<file path="config.mk">
export PLATFORM = sky130hd
export DESIGN_NAME = ppe_ram
export DESIGN_NICKNAME = d
export VERILOG_FILES = /design/src/rtl/core/ppe_ram.sv
export SDC_FILE = /design/constraint.sdc
export NUM_CORES = 1
export LEC_CHECK = 0
export BUFFER_PORTS_ARGS = -buffer_cell sky130_fd_sc_hd__buf_2
export CAP_MARGIN = 20
export CORE_MARGIN = 2
export CORE_UTILIZATION = 55
export CTS_CLUSTER_DIAMETER = 120
export DETAILED_ROUTE_END_ITERATION = 12
export PLACE_DENSITY = 0.77
export SLEW_MARGIN = 40
export SYNTH_ARGS = -nofsm -noshare
export SYNTH_HDL_FRONTEND = slang
export SYNTH_SLANG_ARGS = --single-unit
export TNS_END_PERCENT = 30
</file>
<file path="constraint.sdc">
create_clock -name clk -period 2.2 [get_ports clk]
set_input_delay 0.33 -clock clk [delete_from_list [all_inputs] [get_ports clk]]
set_output_delay 0.33 -clock clk [all_outputs]
set_load 0.005 [all_outputs]
</file>
<file path="src/rtl/core/ppe_ram.sv">
`default_nettype none
module ppe_ram #(
	parameter int WIDTH = 8,
	parameter int DEPTH = 32,
	localparam int AW = (DEPTH > 1) ? $clog2(DEPTH) : 1
) (
	input  wire logic             clk,
	input  wire logic             we,
	input  wire logic [AW-1:0]    waddr,
	input  wire logic [WIDTH-1:0] wdata,
	input  wire logic             re,
	input  wire logic [AW-1:0]    raddr,
	output logic [WIDTH-1:0]      rdata
);

	logic [WIDTH-1:0] mem [0:DEPTH-1];
	logic [WIDTH-1:0] rdata_q;

	// One write port and one registered read port.
	always_ff @(posedge clk) begin
		if (we) begin
			mem[waddr] <= wdata;
		end
		if (re) begin
			rdata_q <= mem[raddr];
		end
	end

	assign rdata = rdata_q;

endmodule
`default_nettype wire

</file>
==> results_tabular.tex <==
\begin{tabular}{lr}
\hline
Metric & Value \\
\hline
\multicolumn{2}{l}{\textbf{Finish}} \\
\quad Most common cell after layout, fill and taps aside & edfxtp\_1 \\
\quad Sequential standard cell area & 7930 um\^{}2 \\
\quad Diodes inserted & 0 \\
\quad Leading cell types in the layout, fill and taps excluded & edfxtp\_1, mux4\_2, buf\_4 \\
\quad Ratio of cells with drive above 1 in the final layout & 38.7\% \\
\quad Final Util & 65.0\% \\
\quad Net count of the finished layout & 514 \\
\quad Fill cell total of the finished layout & 1139 \\
\quad Relative area change from synthesis to final layout & 15.7\% \\
\quad Area taken by multi-input logic gates & 2100 um\^{}2 \\
\quad Total non-filler cell area in the finished layout & 11700 um\^{}2 \\
\multicolumn{2}{l}{\textbf{Hold path}} \\
\quad Hold Path Sink & rdata[3] \\
\quad Hold path startpoint & re \\
\quad Worst min-delay path class & in -> reg \\
\quad Hold depth & 1 \\
\multicolumn{2}{l}{\textbf{STA}} \\
\quad Final Hold Vio Count & 0 \\
\quad Unrepaired setup endpoints after global routing & no \\
\quad Post-route clock period utilization & 90.5\% \\
\quad Finish-stage setup viols & 0 \\
\quad Highest Clock Rate & 502 MHz \\
\quad Min Hold Slack & 0.183 ns \\
\quad Worst Skew & 0.0104 ns \\
\quad Post-route worst setup slack & 0.210 ns \\
\quad Worst-margin pin slew & 0.642 ns \\
\quad Max-Slew Margin vs Limit & 57.2\% \\
\quad Slew Limit Fails & 0 \\
\quad Min Tclk post-route & 1.99 ns \\
\multicolumn{2}{l}{\textbf{Floorplanning}} \\
\quad Die outline width & 140 um \\
\quad Core Region & 18000 um\^{}2 \\
\quad Die footprint & 19500 um\^{}2 \\
\quad Number of placement rows & 49 \\
\quad Ports placed on the boundary & 29 \\
\quad Chip height & 140 um \\
\quad Starting Density & 56.2\% \\
\multicolumn{2}{l}{\textbf{CTS}} \\
\quad Total clock sinks & 264 \\
\quad CTS tree & yes \\
\quad Quantity of hold-fixing buffers added after cts & 0 \\
\quad Total clock buffers created by CTS & 25 \\
\quad H-Tree Depth & 1 \\
\quad Post-CTS sizing & 0 \\
\quad Clock Latency Late Sink & 0.51 ns \\
\quad Root Driver & clkbuf\_16 \\
\quad Maximum clock insertion buffer count & 3 \\
\quad Post-CTS clock slew at the launch and capture registers of the worst setup and hold paths & 0.06 ns \\
\quad Post-CTS Repair Setup Buffers & 0 \\
\multicolumn{2}{l}{\textbf{Pwr}} \\
\quad Reported leakage power & 3.76 nW \\
\quad Sequential group share of total power & 53.3\% \\
\quad Net switching power & 2.04 mW \\
\quad Power per cell area & 902 nW/um\^{}2 \\
\quad Worst-case vdd ir drop & 0.591 mV \\
\quad Switching part of the total power & 19.3\% \\
\quad Gate power share & 5.1\% \\
\quad Clock network fraction of total power & 41.6\% \\
\quad Internal power component & 8.53 mW \\
\multicolumn{2}{l}{\textbf{Yosys}} \\
\quad Post-synthesis share of cell area spent on full adders, half adders and majority gates & 0\% \\
\quad Main combinational cell family by area after synthesis & multiplexers \\
\quad Synthesized net count & 438 \\
\quad Area share of the largest cell type after synthesis & 78.2\% \\
\quad Yosys Warn Count & 0 \\
\quad Synthesized area divided by synthesized cell count & 24.3 um\^{}2 \\
\quad Compound-gate portion of the synthesized area & 0\% \\
\quad Xor and xnor fraction of the mapped netlist area & 0\% \\
\quad Simple-gate portion of the synthesized area & 2.05\% \\
\quad Synthesized instance count & 417 \\
\quad Synthesized cell area & 10100 um\^{}2 \\
\quad Fraction of the yosys area taken by sequential cells & 78.2\% \\
\quad Number of different library cells in the post-synthesis netlist & 14 \\
\quad Cell taking the most area after synthesis & edfxtp\_1 \\
\quad Count of state elements after synthesis & 264 \\
\quad Synth top area cells & edfxtp\_1, mux4\_2, nor2\_1 \\
\quad Multiplexer area fraction after synthesis & 18.7\% \\
\multicolumn{2}{l}{\textbf{Routing}} \\
\quad Number of search-and-repair iterations in the first detailed-routing pass & 6 \\
\quad Remaining routing DRC violations & 0 \\
\quad Average via count per standard cell & 6.19 \\
\quad Antenna Nets Post-Route & 0 \\
\quad Sum of routed wire length over all layers & 19700 um \\
\quad Initial DRC count & 437 \\
\quad Total number of vias & 4578 \\
\quad Wire per inst & 26.6 um \\
\multicolumn{2}{l}{\textbf{Setup path}} \\
\quad Worst Path Required & 2.47 ns \\
\quad Capture instance of the worst register-to-register path & rdata[2] \\
\quad Cell repeated most along the worst path & mux4\_2 \\
\quad Critical path start-end classification & reg -> reg \\
\quad Crit path launch type & register \\
\quad Sort of element at the end of the critical path & register \\
\quad Number of cells on the worst reg-to-reg path & 3 \\
\quad CP delay by family, top & multiplexers \\
\quad Critical path buffers and inverters & 0 \\
\quad Cell breakdown of the critical path & mux4\_2, mux4\_2, mux2\_2 \\
\quad Largest driver fanout on the critical path & 1 \\
\quad Worst path slowest cell & mux4\_2 \\
\quad Crit path largest cell delay & 0.54 ns \\
\quad Flop2flop setup slack & 0.21 ns \\
\quad Critical Path AT & 2.26 ns \\
\quad Startpoint of the lowest-slack register-to-register path & mem[29][2] \\
\multicolumn{2}{l}{\textbf{Place}} \\
\quad DP Wirelength & 12400 um \\
\quad Instance area after placement & 10900 um\^{}2 \\
\quad Port Buf Inserts & 28 \\
\quad GP Congestion & 0.762 \\
\quad Worst Setup Slack post-DPL & -0.168 ns \\
\multicolumn{2}{l}{\textbf{Run}} \\
\quad MaxCap Viol Count & 0 \\
\multicolumn{2}{l}{\textbf{GRT}} \\
\quad Leftover overflow at the end of global routing & 0 \\
\quad All-Layer GR Usage & 20.9\% \\
\quad Maximum number of pins on one net before global-route repair & 33 \\
\quad Number of antenna violations at the first check in global routing & 1 \\
\quad Vias in the first global route & 4823 \\
\quad First-pass GRT wire length & 30100 um \\
\multicolumn{2}{l}{\textbf{Run status}} \\
\quad Run status & finished clean \\
\hline
\end{tabular}
worst max path at each step:
stage | from | endpoint | cells after the start
2_1_floorplan | raddr[1] | rdata[0] | 4
3_3_place_gp | raddr[0] | rdata[7] | 5
3_5_place_dp | raddr[0] | rdata[7] | 5
4_1_cts | mem[28][1] | rdata[1] | 3
5_1_grt | mem[31][7] | rdata[7] | 3
6_report | mem[29][2] | rdata[2] | 3
cells in the mapped netlist:
cell type,n
buf_4,6
nand3_1,2
clkbuf_1,6
or3b_2,3
mux4_2,80
mux2_2,8
nand2_1,1
buf_2,1
buf_6,1
or3_1,1
nor2_1,33
nand3b_1,5
buf_1,6
edfxtp_1,264
final cells by class:
cell class,count,share of cell area [%]
Clock buffer,27,5.40
Clock inverter,18,1.90
Multi-Input combinational cell,133,17.9
Sequential cell,264,67.6
Tap cell,229,2.44
Timing Repair Buffer,69,4.70
cells by family after synthesis:
logic type | Yosys count
buffers and inverters | 20
flip-flops | 264
multiplexers | 88
AND/OR/NAND/NOR | 45
power groups by stage:
stage / registers, mW / clock network [mW] / logic, mW
6_report: 5.63 / 4.39 / 0.541
5_1_grt: 5.64 / 4.66 / 0.575
3_5_place_dp: 5.74 / 0 / 0.540
2_1_floorplan: 5.73 / 0 / 0.299
3_3_place_gp: 5.74 / 0 / 0.527
4_1_cts: 5.63 / 4.47 / 0.546
state kept, by name, summed over array words and instances (netlist names):
signal,cells
mem,256
rdata,8
stage by stage:
step                      instances  setup TNS (ns)  total power [mW]
after floorplan                 417               0              6.03
after global placement          695           -1.05              6.26
after detailed placement        695           -1.07              6.28
after CTS                       740               0              10.7
after global routing            740               0              10.9
final                           740               0              10.6
routing by layer:
layer / global-route usage (%) / part of all wire, % / vias up / wire [um]
li1: - / - / 1939 / -
met1: 31.2 / 41 / 2377 / 8050
met2: 32.3 / 48 / 216 / 9440
met3: 3.48 / 7.8 / 44 / 1530
met4: 7.16 / 3.3 / 2 / 641
met5: 0 / 0.071 / - / 14
Note: power is estimated with default switching activity, not from simulation.
