<file path="src/rtl/core/ppe_pkg.sv">
`default_nettype none
package ppe_pkg;

	// Command codes.
	localparam logic [1:0] CMD_EMIT   = 2'd0;
	localparam logic [1:0] CMD_UPDATE = 2'd1;
	localparam logic [1:0] CMD_DRAW   = 2'd2;

	// Random generator constants.
	localparam logic [31:0] LCG_MUL  = 32'd1664525;
	localparam logic [31:0] LCG_ADD  = 32'd1013904223;
	localparam logic [31:0] RNG_SEED = 32'd12345;

	// Most particles streamed by one draw transaction.
	localparam int MAX_DRAWN = 32;

	// Divider geometry: quotients fit 15 bits, dividends 40 bits.
	localparam int DIV_N = 15;
	localparam int DVD_W = 40;
	localparam int DVS_W = 24;

	// Shared multiplier operand and product widths.
	localparam int MA_W = 34;
	localparam int MB_W = 22;
	localparam int MP_W = MA_W + MB_W;

	typedef struct packed {
		logic [1:0]          cmd;
		logic signed [31:0]  origin_x;
		logic signed [31:0]  origin_y;
		logic [23:0]         tint;
		logic [5:0]          burst_count;
		logic [31:0]         base_speed;
		logic [23:0]         base_life;
		logic [15:0]         time_step;
	} src_t;

	typedef struct packed {
		logic                has_particle;
		logic signed [31:0]  draw_x;
		logic signed [31:0]  draw_y;
		logic [14:0]         radius;
		logic [31:0]         rgba;
		logic [5:0]          spawned;
		logic                last;
	} dst_t;

	// One particle record as held in the pool memory.
	typedef struct packed {
		logic signed [31:0]  pos_x;
		logic signed [31:0]  pos_y;
		logic signed [31:0]  vel_x;
		logic signed [31:0]  vel_y;
		logic [23:0]         colour;
		logic [23:0]         life_left;
		logic [23:0]         life_start;
		logic [15:0]         size;
	} rec_t;

	localparam int REC_W = $bits(rec_t);

	// Arithmetic shift right that truncates toward zero.
	function automatic logic signed [MP_W-1:0] shr_tz(input logic signed [MP_W-1:0] p,
		input int s);
		logic signed [MP_W-1:0] bias;
		bias = p[MP_W-1] ? ((MP_W'(1) <<< s) - MP_W'(1)) : '0;
		return (p + bias) >>> s;
	endfunction

	// Saturate to the signed 32-bit range.
	function automatic logic signed [31:0] sat32(input logic signed [MP_W-1:0] v);
		if (v > MP_W'(64'sd2147483647)) begin
			return 32'sh7FFF_FFFF;
		end else if (v < -MP_W'(64'sd2147483648)) begin
			return 32'sh8000_0000;
		end
		return v[31:0];
	endfunction

	// Quarter-wave sine entry k in Q1.15, by a fixed-point Taylor series.
	function automatic logic [15:0] sine_calc(input int k, input int bits);
		logic [63:0] x;
		logic [63:0] t;
		logic [63:0] sum;
		logic [63:0] q;
		x = (64'd1686629713 * 64'(k)) >> bits;
		t = x;
		sum = x;
		t = (((t * x) >> 30) * x) >> 30;
		t = t / 64'd6;
		sum = sum - t;
		t = (((t * x) >> 30) * x) >> 30;
		t = t / 64'd20;
		sum = sum + t;
		t = (((t * x) >> 30) * x) >> 30;
		t = t / 64'd42;
		sum = sum - t;
		t = (((t * x) >> 30) * x) >> 30;
		t = t / 64'd72;
		sum = sum + t;
		t = (((t * x) >> 30) * x) >> 30;
		t = t / 64'd110;
		sum = sum - t;
		t = (((t * x) >> 30) * x) >> 30;
		t = t / 64'd156;
		sum = sum + t;
		q = (sum + 64'd16384) >> 15;
		return (q > 64'd32767) ? 16'd32767 : q[15:0];
	endfunction

endpackage
`default_nettype wire

</file>
<file path="src/rtl/core/ppe_div.sv">
`default_nettype none
module ppe_div (
	input  wire logic                     clk,
	input  wire logic                     arst_n,
	input  wire logic                     start,
	input  wire logic [ppe_pkg::DVD_W-1:0] dividend,
	input  wire logic [ppe_pkg::DVS_W-1:0] divisor,
	output logic                          done,
	output logic [ppe_pkg::DIV_N-1:0]     quot
);
	import ppe_pkg::*;

	localparam int CNT_W = $clog2(DIV_N);

	logic [DVD_W-1:0] rem_q;
	logic [DVD_W-1:0] dsh_q;
	logic [DIV_N-1:0] quo_q;
	logic [CNT_W-1:0] cnt_q;
	logic             busy_q;
	logic             done_q;
	logic             fits;

	// The dividend must be below divisor times 2^DIV_N.
	assign fits = (rem_q >= dsh_q);

	// Restoring division, one quotient bit per cycle, most significant first.
	always_ff @(posedge clk or negedge arst_n) begin
		if (!arst_n) begin
			busy_q <= 1'b0;
			done_q <= 1'b0;
			cnt_q  <= '0;
		end else if (start) begin
			busy_q <= 1'b1;
			done_q <= 1'b0;
			cnt_q  <= CNT_W'(DIV_N - 1);
		end else if (busy_q) begin
			cnt_q <= cnt_q - CNT_W'(1);
			if (cnt_q == '0) begin
				busy_q <= 1'b0;
				done_q <= 1'b1;
			end
		end
	end

	always_ff @(posedge clk) begin
		if (start) begin
			rem_q <= dividend;
			dsh_q <= DVD_W'(divisor) << (DIV_N - 1);
			quo_q <= '0;
		end else if (busy_q) begin
			if (fits) begin
				rem_q <= rem_q - dsh_q;
			end
			quo_q <= {quo_q[DIV_N-2:0], fits};
			dsh_q <= dsh_q >> 1;
		end
	end

	assign done = done_q;
	assign quot = quo_q;

endmodule
`default_nettype wire

</file>
<file path="config.mk">
export PLATFORM = sky130hd
export DESIGN_NAME = ppe_div
export DESIGN_NICKNAME = d
export VERILOG_FILES = /design/src/rtl/core/ppe_pkg.sv /design/src/rtl/core/ppe_div.sv
export SDC_FILE = /design/constraint.sdc
export NUM_CORES = 1
export LEC_CHECK = 0
export BUFFER_PORTS_ARGS = -buffer_cell sky130_fd_sc_hd__buf_4
export CAP_MARGIN = 20
export CELL_PAD_IN_SITES_DETAIL_PLACEMENT = 0
export CELL_PAD_IN_SITES_GLOBAL_PLACEMENT = 1
export CORE_UTILIZATION = 48
export CTS_CLUSTER_DIAMETER = 120
export DETAILED_ROUTE_END_ITERATION = 12
export PLACE_DENSITY_LB_ADDON = 0.1
export SKIP_LAST_GASP = 1
export SLEW_MARGIN = 20
export SYNTH_ARGS = -nofsm -noshare
export SYNTH_HDL_FRONTEND = slang
export SYNTH_SLANG_ARGS = --single-unit
export TNS_END_PERCENT = 50
</file>
<file path="constraint.sdc">
create_clock -name clk -period 10.5 [get_ports clk]
set_input_delay 2.1 -clock clk [delete_from_list [all_inputs] [get_ports clk]]
set_output_delay 2.1 -clock clk [all_outputs]
set_load 0.01 [all_outputs]
</file>
==> run metrics, run 1 <==
layout cells sized above 1 ~16%; Max-Cap Viols 0; Worst-path clk slew around 70 ps; power density cells approximately 270 nW/um^2; First-pass DRT Iterations 5; Worst Path Max Fanout 108; CP Class input port to flop; critical path required time roughly 11000 ps; dpl cells approximately 960; Finished Cell Area 7565 um^2; nets between 900 and 1000; worst setup path start start; Std-Cell Rows between 40 and 50; Cells after Synth between 700 and 800; hold path start done; chip height approximately 120 um; hold crit path type flop to flop; setup violators final 0; final hold violations 0; r2r endpoint rem_q[19]; synth unique cells 73; CTS max path bufs 2; grt ovf 0; Initial Util approximately 50%; detailed placement HPWL 10450 um; vias per inst 5.406; antenna viol nets, final 0; CP startpoint kind input port; pin count of the biggest net entering global routing 109; WHS Path Cells 2; hold_ws 508.4 ps; Tot Pwr 2.041 mW; Post-CTS Setup Bufs 0; max-slew violations 0; worst slew pin tran slightly below 1000 ps; flop2flop setup slack approximately 7000 ps; Pleak 3.381 nW; Root Driver clkbuf_16; R2R depth 11; first-pass GRT wire length about 24000 um; fin crit period 3664 ps; Area Overhead vs Synth 16.22%; number of diodes 0; sequential fraction of the synthesis area 40.75%; Clock Skews between 7 and 8 ps; Synth warnings 0; Worst Hold End done; CTS sink count between 90 and 100; Port Buffer Count 82; Reg-to-Reg Start dsh_q[5]; RSZ-0062 raised after global routing false; maximum clock rate between 200 and 300 MHz; total clock buffers created by CTS 9; peak supply drop 0.1066 mV; Post-Syn Area 6509 um^2; RD Place Congestion approximately 0.88; Core Util, Final between 50% and 60%; DRC violations left 0; Post-synth EDFFs 64; Most used DFF post-synth edfxtp_1; setup TNS 0 ps; non-filler cells in the finished layout between 900 and 1000; Worst setup EP type flop; vias in the first global route between 5000 and 6000; CTS tree built; Placed Area between 7000 and 8000 um^2; Total Routing Usage GR between 20% and 30%; Async SR Flop Fraction about 6.1%; slack of the critical path slightly below 7000 ps; H-tree depth 3; pre-CTS WS around 6500 ps; syn_area_per_cell 8.784 um^2; fin crit share 34.90%; DR iter-0 viols ~270; DIE AREA approximately 14000 um^2; post-CTS sizing 0; initial antenna violation count 0; CP arrival 3770 ps; IO Pins between 80 and 90; Vias between 5000 and 6000; Post-Route WL about 15000 um; Slew headroom between 30% and 40%; DR WL/cell 14.98 um; CTS Hold Bufs 0; later-pin clock latency in the skew report around 360 ps; Yosys reg bits 99; core area around 13000 um^2; status complete, no violations; chip width ~120 um; post-synth net total 848
-- synthesized netlist by cell type (all sizes together), types with 4 or more instances --
cell	n	area, um^2
o21a	6	45.04
o31ai	4	40.03
dfxtp	29	580.6
o21bai	7	52.55
xor2	14	122.6
o21ai	81	409.2
nand2b	7	43.79
ha	39	488.0
mux2i	28	280.3
nand4	8	50.05
nor2	61	229.0
a21o	16	120.1
dfrtp	6	150.1
inv	51	191.4
and3	5	36.28
edfxtp	64	1922
a21oi	50	257.8
and2	5	33.78
clkbuf	21	78.83
nand2	126	475.5
a31oi	4	25.02
xnor2	20	175.2
buf	17	76.32
a211oi	5	55.05
nor3	12	65.06
nor2b	5	31.28
-- registers in the layout, indices dropped and copies added, names as in the netlist --
register / flops
dsh_q: 38
busy_q: 1
done: 1
quot: 15
rem_q: 40
cnt_q: 4
-- layout make-up --
type / instances / area (um^2)
clock buffers: 13 / 325.3
multi-input cells: 553 / 3510
flip-flops and latches: 99 / 2654
fillers: 1276 / 5678
inverters: 51 / 191.4
repair buffers: 85 / 638.1
clock inverters: 3 / 26.28
well taps: 176 / 220.2
-- cells by family (layout without fill, tap and decap cells) --
kind of cell | count (synthesis) | count (layout) | synth area share (%)
DFF | 99 | 99 | 40.75
buffers and inverters | 89 | 152 | 5.325
and+or+nand+nor | 248 | 248 | 16.88
adders and majority gates | 40 | 40 | 7.805
muxes | 31 | 31 | 4.825
AOI/OAI and AO/OA | 200 | 200 | 19.84
xor gates and xnor gates | 34 | 34 | 4.575
-- power by group --
| part | internal [mW] | switching [mW] | total (mW) | leakage (nW) |
|---|---|---|---|---|
| sequential | 0.543 | 0.0388 | 0.582 | 0.991 |
| combinational | 0.441 | 0.636 | 1.08 | 2.21 |
| clock | 0.222 | 0.160 | 0.382 | 0.175 |
-- worst max-delay path, cell delays in order --
cell	delay (ps)
buf_4	360
buf_4	790
mux2_2	420
-- per-layer routing --
| metal | vias to the layer above | routed length (um) | part of all wire [%] | global-route usage (%) |
|---|---|---|---|---|
| li1 | 2723 | - | - | - |
| met1 | 2474 | 6677 | 45 | 27.12 |
| met2 | 85 | 7300 | 50 | 37.83 |
| met3 | 16 | 447 | 3.0 | 3.041 |
| met4 | 0 | 252 | 1.7 | 8.228 |
| met5 | - | 0 | 0 | 0 |
-- cell usage in the layout (no fill, tap or decap), drive strengths merged, types with 3 or more instances in the layout --
cell type / instances
a2111oi: 3
nor4: 3
nor2b: 5
nor2: 61
inv: 54
a221oi: 3
and2: 5
o31ai: 4
dfrtp: 6
xor2: 14
buf: 85
mux2i: 28
o211ai: 3
ha: 39
o221ai: 3
and3: 5
xnor2: 20
o21a: 6
a21oi: 50
nand4: 8
nor3: 12
o21bai: 7
dfxtp: 29
nand2: 126
a31oi: 4
o21ai: 81
edfxtp: 64
mux2: 3
a211oi: 5
nand2b: 7
or2: 3
or3: 3
a21o: 16
clkbuf: 13
-- worst max path at each step --
stage	cells past startpoint	end	slack, ps
global placement	3	rem_q[1]	6510
finish	3	rem_q[1]	6840
detailed placement	3	rem_q[1]	6450
floorplan	2	rem_q[0]	7030
global route	3	rem_q[1]	6680
CTS	3	rem_q[1]	6840
Note: power is estimated with default switching activity, not from simulation.
==> inputs of run 2 (changes only) <==
--- a/config.mk
+++ b/config.mk
@@ -9,7 +9,7 @@
 export CAP_MARGIN = 20
 export CELL_PAD_IN_SITES_DETAIL_PLACEMENT = 0
 export CELL_PAD_IN_SITES_GLOBAL_PLACEMENT = 1
-export CORE_UTILIZATION = 48
+export CORE_UTILIZATION = 40
 export CTS_CLUSTER_DIAMETER = 120
 export DETAILED_ROUTE_END_ITERATION = 12
 export PLACE_DENSITY_LB_ADDON = 0.1
==> constraint.sdc (replaced) <==
create_clock -name clk -period 3.3 [get_ports clk]
set_input_delay 0.66 -clock clk [delete_from_list [all_inputs] [get_ports clk]]
set_output_delay 0.66 -clock clk [all_outputs]
set_load 0.01 [all_outputs]
==> run 2 against run 1 <==
Net effect: critical path depth is 10 higher; sequential power increased to 3.2 times the previous value; first-iteration DRC count is 7.1% lower; setup slack worse by 6600 ps; clock power grew to 2.7 times the previous value; cell count is 4.6% higher; non-clock buffer count up 5; combinational power grew to 3.2 times the previous value; critical endpoint is now rem_q[6]; largest power group unchanged; highest routed layer unchanged.
==> run metrics, run 2 (synthesis gave the netlist of run 1 again) <==
pre-CTS WS 239.2 ps (-6216 ps); status complete, no violations; number of diodes 0 (unchanged); H-tree depth 3 (unchanged); vias in the first global route 5314 (+4.9%); fin crit period roughly 3000 ps; CTS tree built; total clock buffers created by CTS 9 (unchanged); Placed Area 7328 um^2 (+1.6%); Clock Skews 8.864 ps (+1.336 ps); CTS max path bufs 2 (unchanged); First-pass DRT Iterations 4 (-1); Port Buffer Count 82 (unchanged); crit-path cells inv_1 -> ha_1 -> inv_1 -> fa_1 -> a21o_1 -> a221oi_2 -> or3b_4 -> a2111oi_4 -> nor4_1 -> nor3_1 -> o21ai_1 -> nand2_2 -> buf_12; worst slew pin tran 684.4 ps (-299.4 ps); Worst Path Max Fanout 24 (-78%); Std-Cell Rows 46 (+9.5%); antenna viol nets, final 0 (unchanged); commonest cells after routing, fill and taps aside nand2_1 (124), buf_4 (87), o21ai_0 (68); Finished Cell Area 7617 um^2 (+0.69%); DIE AREA 16790 um^2 (+20%); max-slew violations 0 (unchanged); critical path required time 3400 ps (-7210 ps); layout cells sized above 1 16.07% (+0.27 points); r2r endpoint rem_q[6]; crit-path leading delay family compound AO/OA/AOI/OAI gates; Initial Util 40.97% (-8.2 points); RSZ-0062 raised after global routing false; Slew headroom 54.37% (+20 points); core area 15890 um^2 (+20%); Fillers 1604 (+26%); Total Routing Usage GR 19.69% (-2.0 points); Worst-path clk slew 70 ps (about the same); final hold violations 0 (unchanged); Max-Cap Viols 0 (unchanged); commonest non-fill, non-tap cell in the layout nand2_1; flop2flop setup slack 270 ps (-6760 ps); Crit-path slowest cell fa_1; Reg-to-Reg Start rem_q[0]; initial antenna violation count 0 (unchanged); Vias 5317 (+0.36%); Root Driver clkbuf_16; DRC violations left 0 (unchanged); R2R depth 13 (+2); chip width 129.6 um (+9.4%); CTS sink count 99 (unchanged); max reg flops 40 (unchanged); CP most frequent cell inv_1; slack of the critical path 273.1 ps (-6562 ps); chip height 129.6 um (+9.4%); CP Class flop to flop; Post-CTS Setup Bufs 0 (unchanged); Area Overhead vs Synth 17.03%; nets 911 (+0.55%); peak supply drop 0.3117 mV (+190%); Pleak 3.385 nW (+0.11%); CP startpoint kind flop; Post-Route WL 15560 um (+6.0%); fin crit share around 92%; hold crit path type input port to async pin; CP arrival 3130 ps (-640 ps); setup TNS 0 ps (unchanged); Worst setup EP type flop; pin count of the biggest net entering global routing 65 (-40%); power density cells 838.3 nW/um^2 (+210%); grt ovf 0 (unchanged); IO Pins 83 (unchanged); vias per inst 5.187 (-4.0%); setup violators final 0 (unchanged); post-CTS sizing 0 (unchanged); RD Place Congestion 0.9013 (+2.3%); first-pass GRT wire length 25720 um (+5.4%); DR WL/cell 15.18 um (+1.3%); peak per-stage delay on the critical path 390 ps (-400 ps); detailed placement HPWL 11420 um (+9.3%); CTS Hold Bufs 0 (unchanged); later-pin clock latency in the skew report 350 ps (about the same); DR iter-0 viols 248 (-7.1%); largest reg by FF count rem_q; CP bufs+invs 3 (+1); maximum clock rate ~330 MHz
-- run 2: cell count changes in the layout (fill, tap and decap cells not counted), sizes merged --
cell	change
buf	+5
inv	-3
bufinv	+1
clkinv	+5
clkbuf	-3
-- run 2: worst max-delay path by stage --
stage / from / endpoint / slack [ps] / cells past startpoint
after global routing: dsh_q[10] / rem_q[23] / 30 / 11
after floorplan: rem_q[0] / rem_q[0] / 260 / 12
after detailed placement: rem_q[0] / rem_q[1] / 240 / 13
after CTS: rem_q[0] / rem_q[25] / 220 / 13
final: rem_q[0] / rem_q[6] / 270 / 13
after global placement: rem_q[0] / rem_q[0] / 320 / 13
-- run 2: per-layer routing --
metal  vias to the layer above  wire length, um  global-route usage [%]  share of wire, %
met2                        86             7612                   33.56                49
met4                         0              187                   5.746               1.2
met3                        16              560                   4.046               3.6
met5                         -                0                       0                 0
li1                       2727                -                       -                 -
met1                      2488             7197                   25.12                46
-- run 2: area by class of cell --
type / count / area [um^2] / area share, %
Multi-Input combinational cell: 553 / 3512 / 46.11
Timing Repair Buffer: 90 / 704.4 / 9.248
Clock buffer: 10 / 229.0 / 3.006
Sequential cell: 99 / 2654 / 34.84
Tap cell: 216 / 270.3 / 3.548
Inverter: 51 / 191.4 / 2.513
Clock inverter: 6 / 56.30 / 0.7392
-- run 2: power by group --
part / internal [mW] / total, mW / switching [mW]
logic: 1.43 / 3.48 / 2.04
clock network: 0.582 / 1.05 / 0.466
registers: 1.73 / 1.86 / 0.132
total: 3.74 / 6.39 / 2.64
-- run 2: through the flow --
| step | instances | utilization [%] | power (mW) | hold WS (ps) |
|---|---|---|---|---|
| floorplan | 741 | - | 4.531 | 364.4 |
| global placement | 1009 | 46.13 | 5.327 | 469.1 |
| detailed placement | 1009 | 46.13 | 5.339 | 475.8 |
| CTS | 1025 | 47.93 | 6.421 | 88.25 |
| global route | 1025 | 47.95 | 6.931 | 85.83 |
| finish | 1025 | 47.95 | 6.385 | 100.7 |
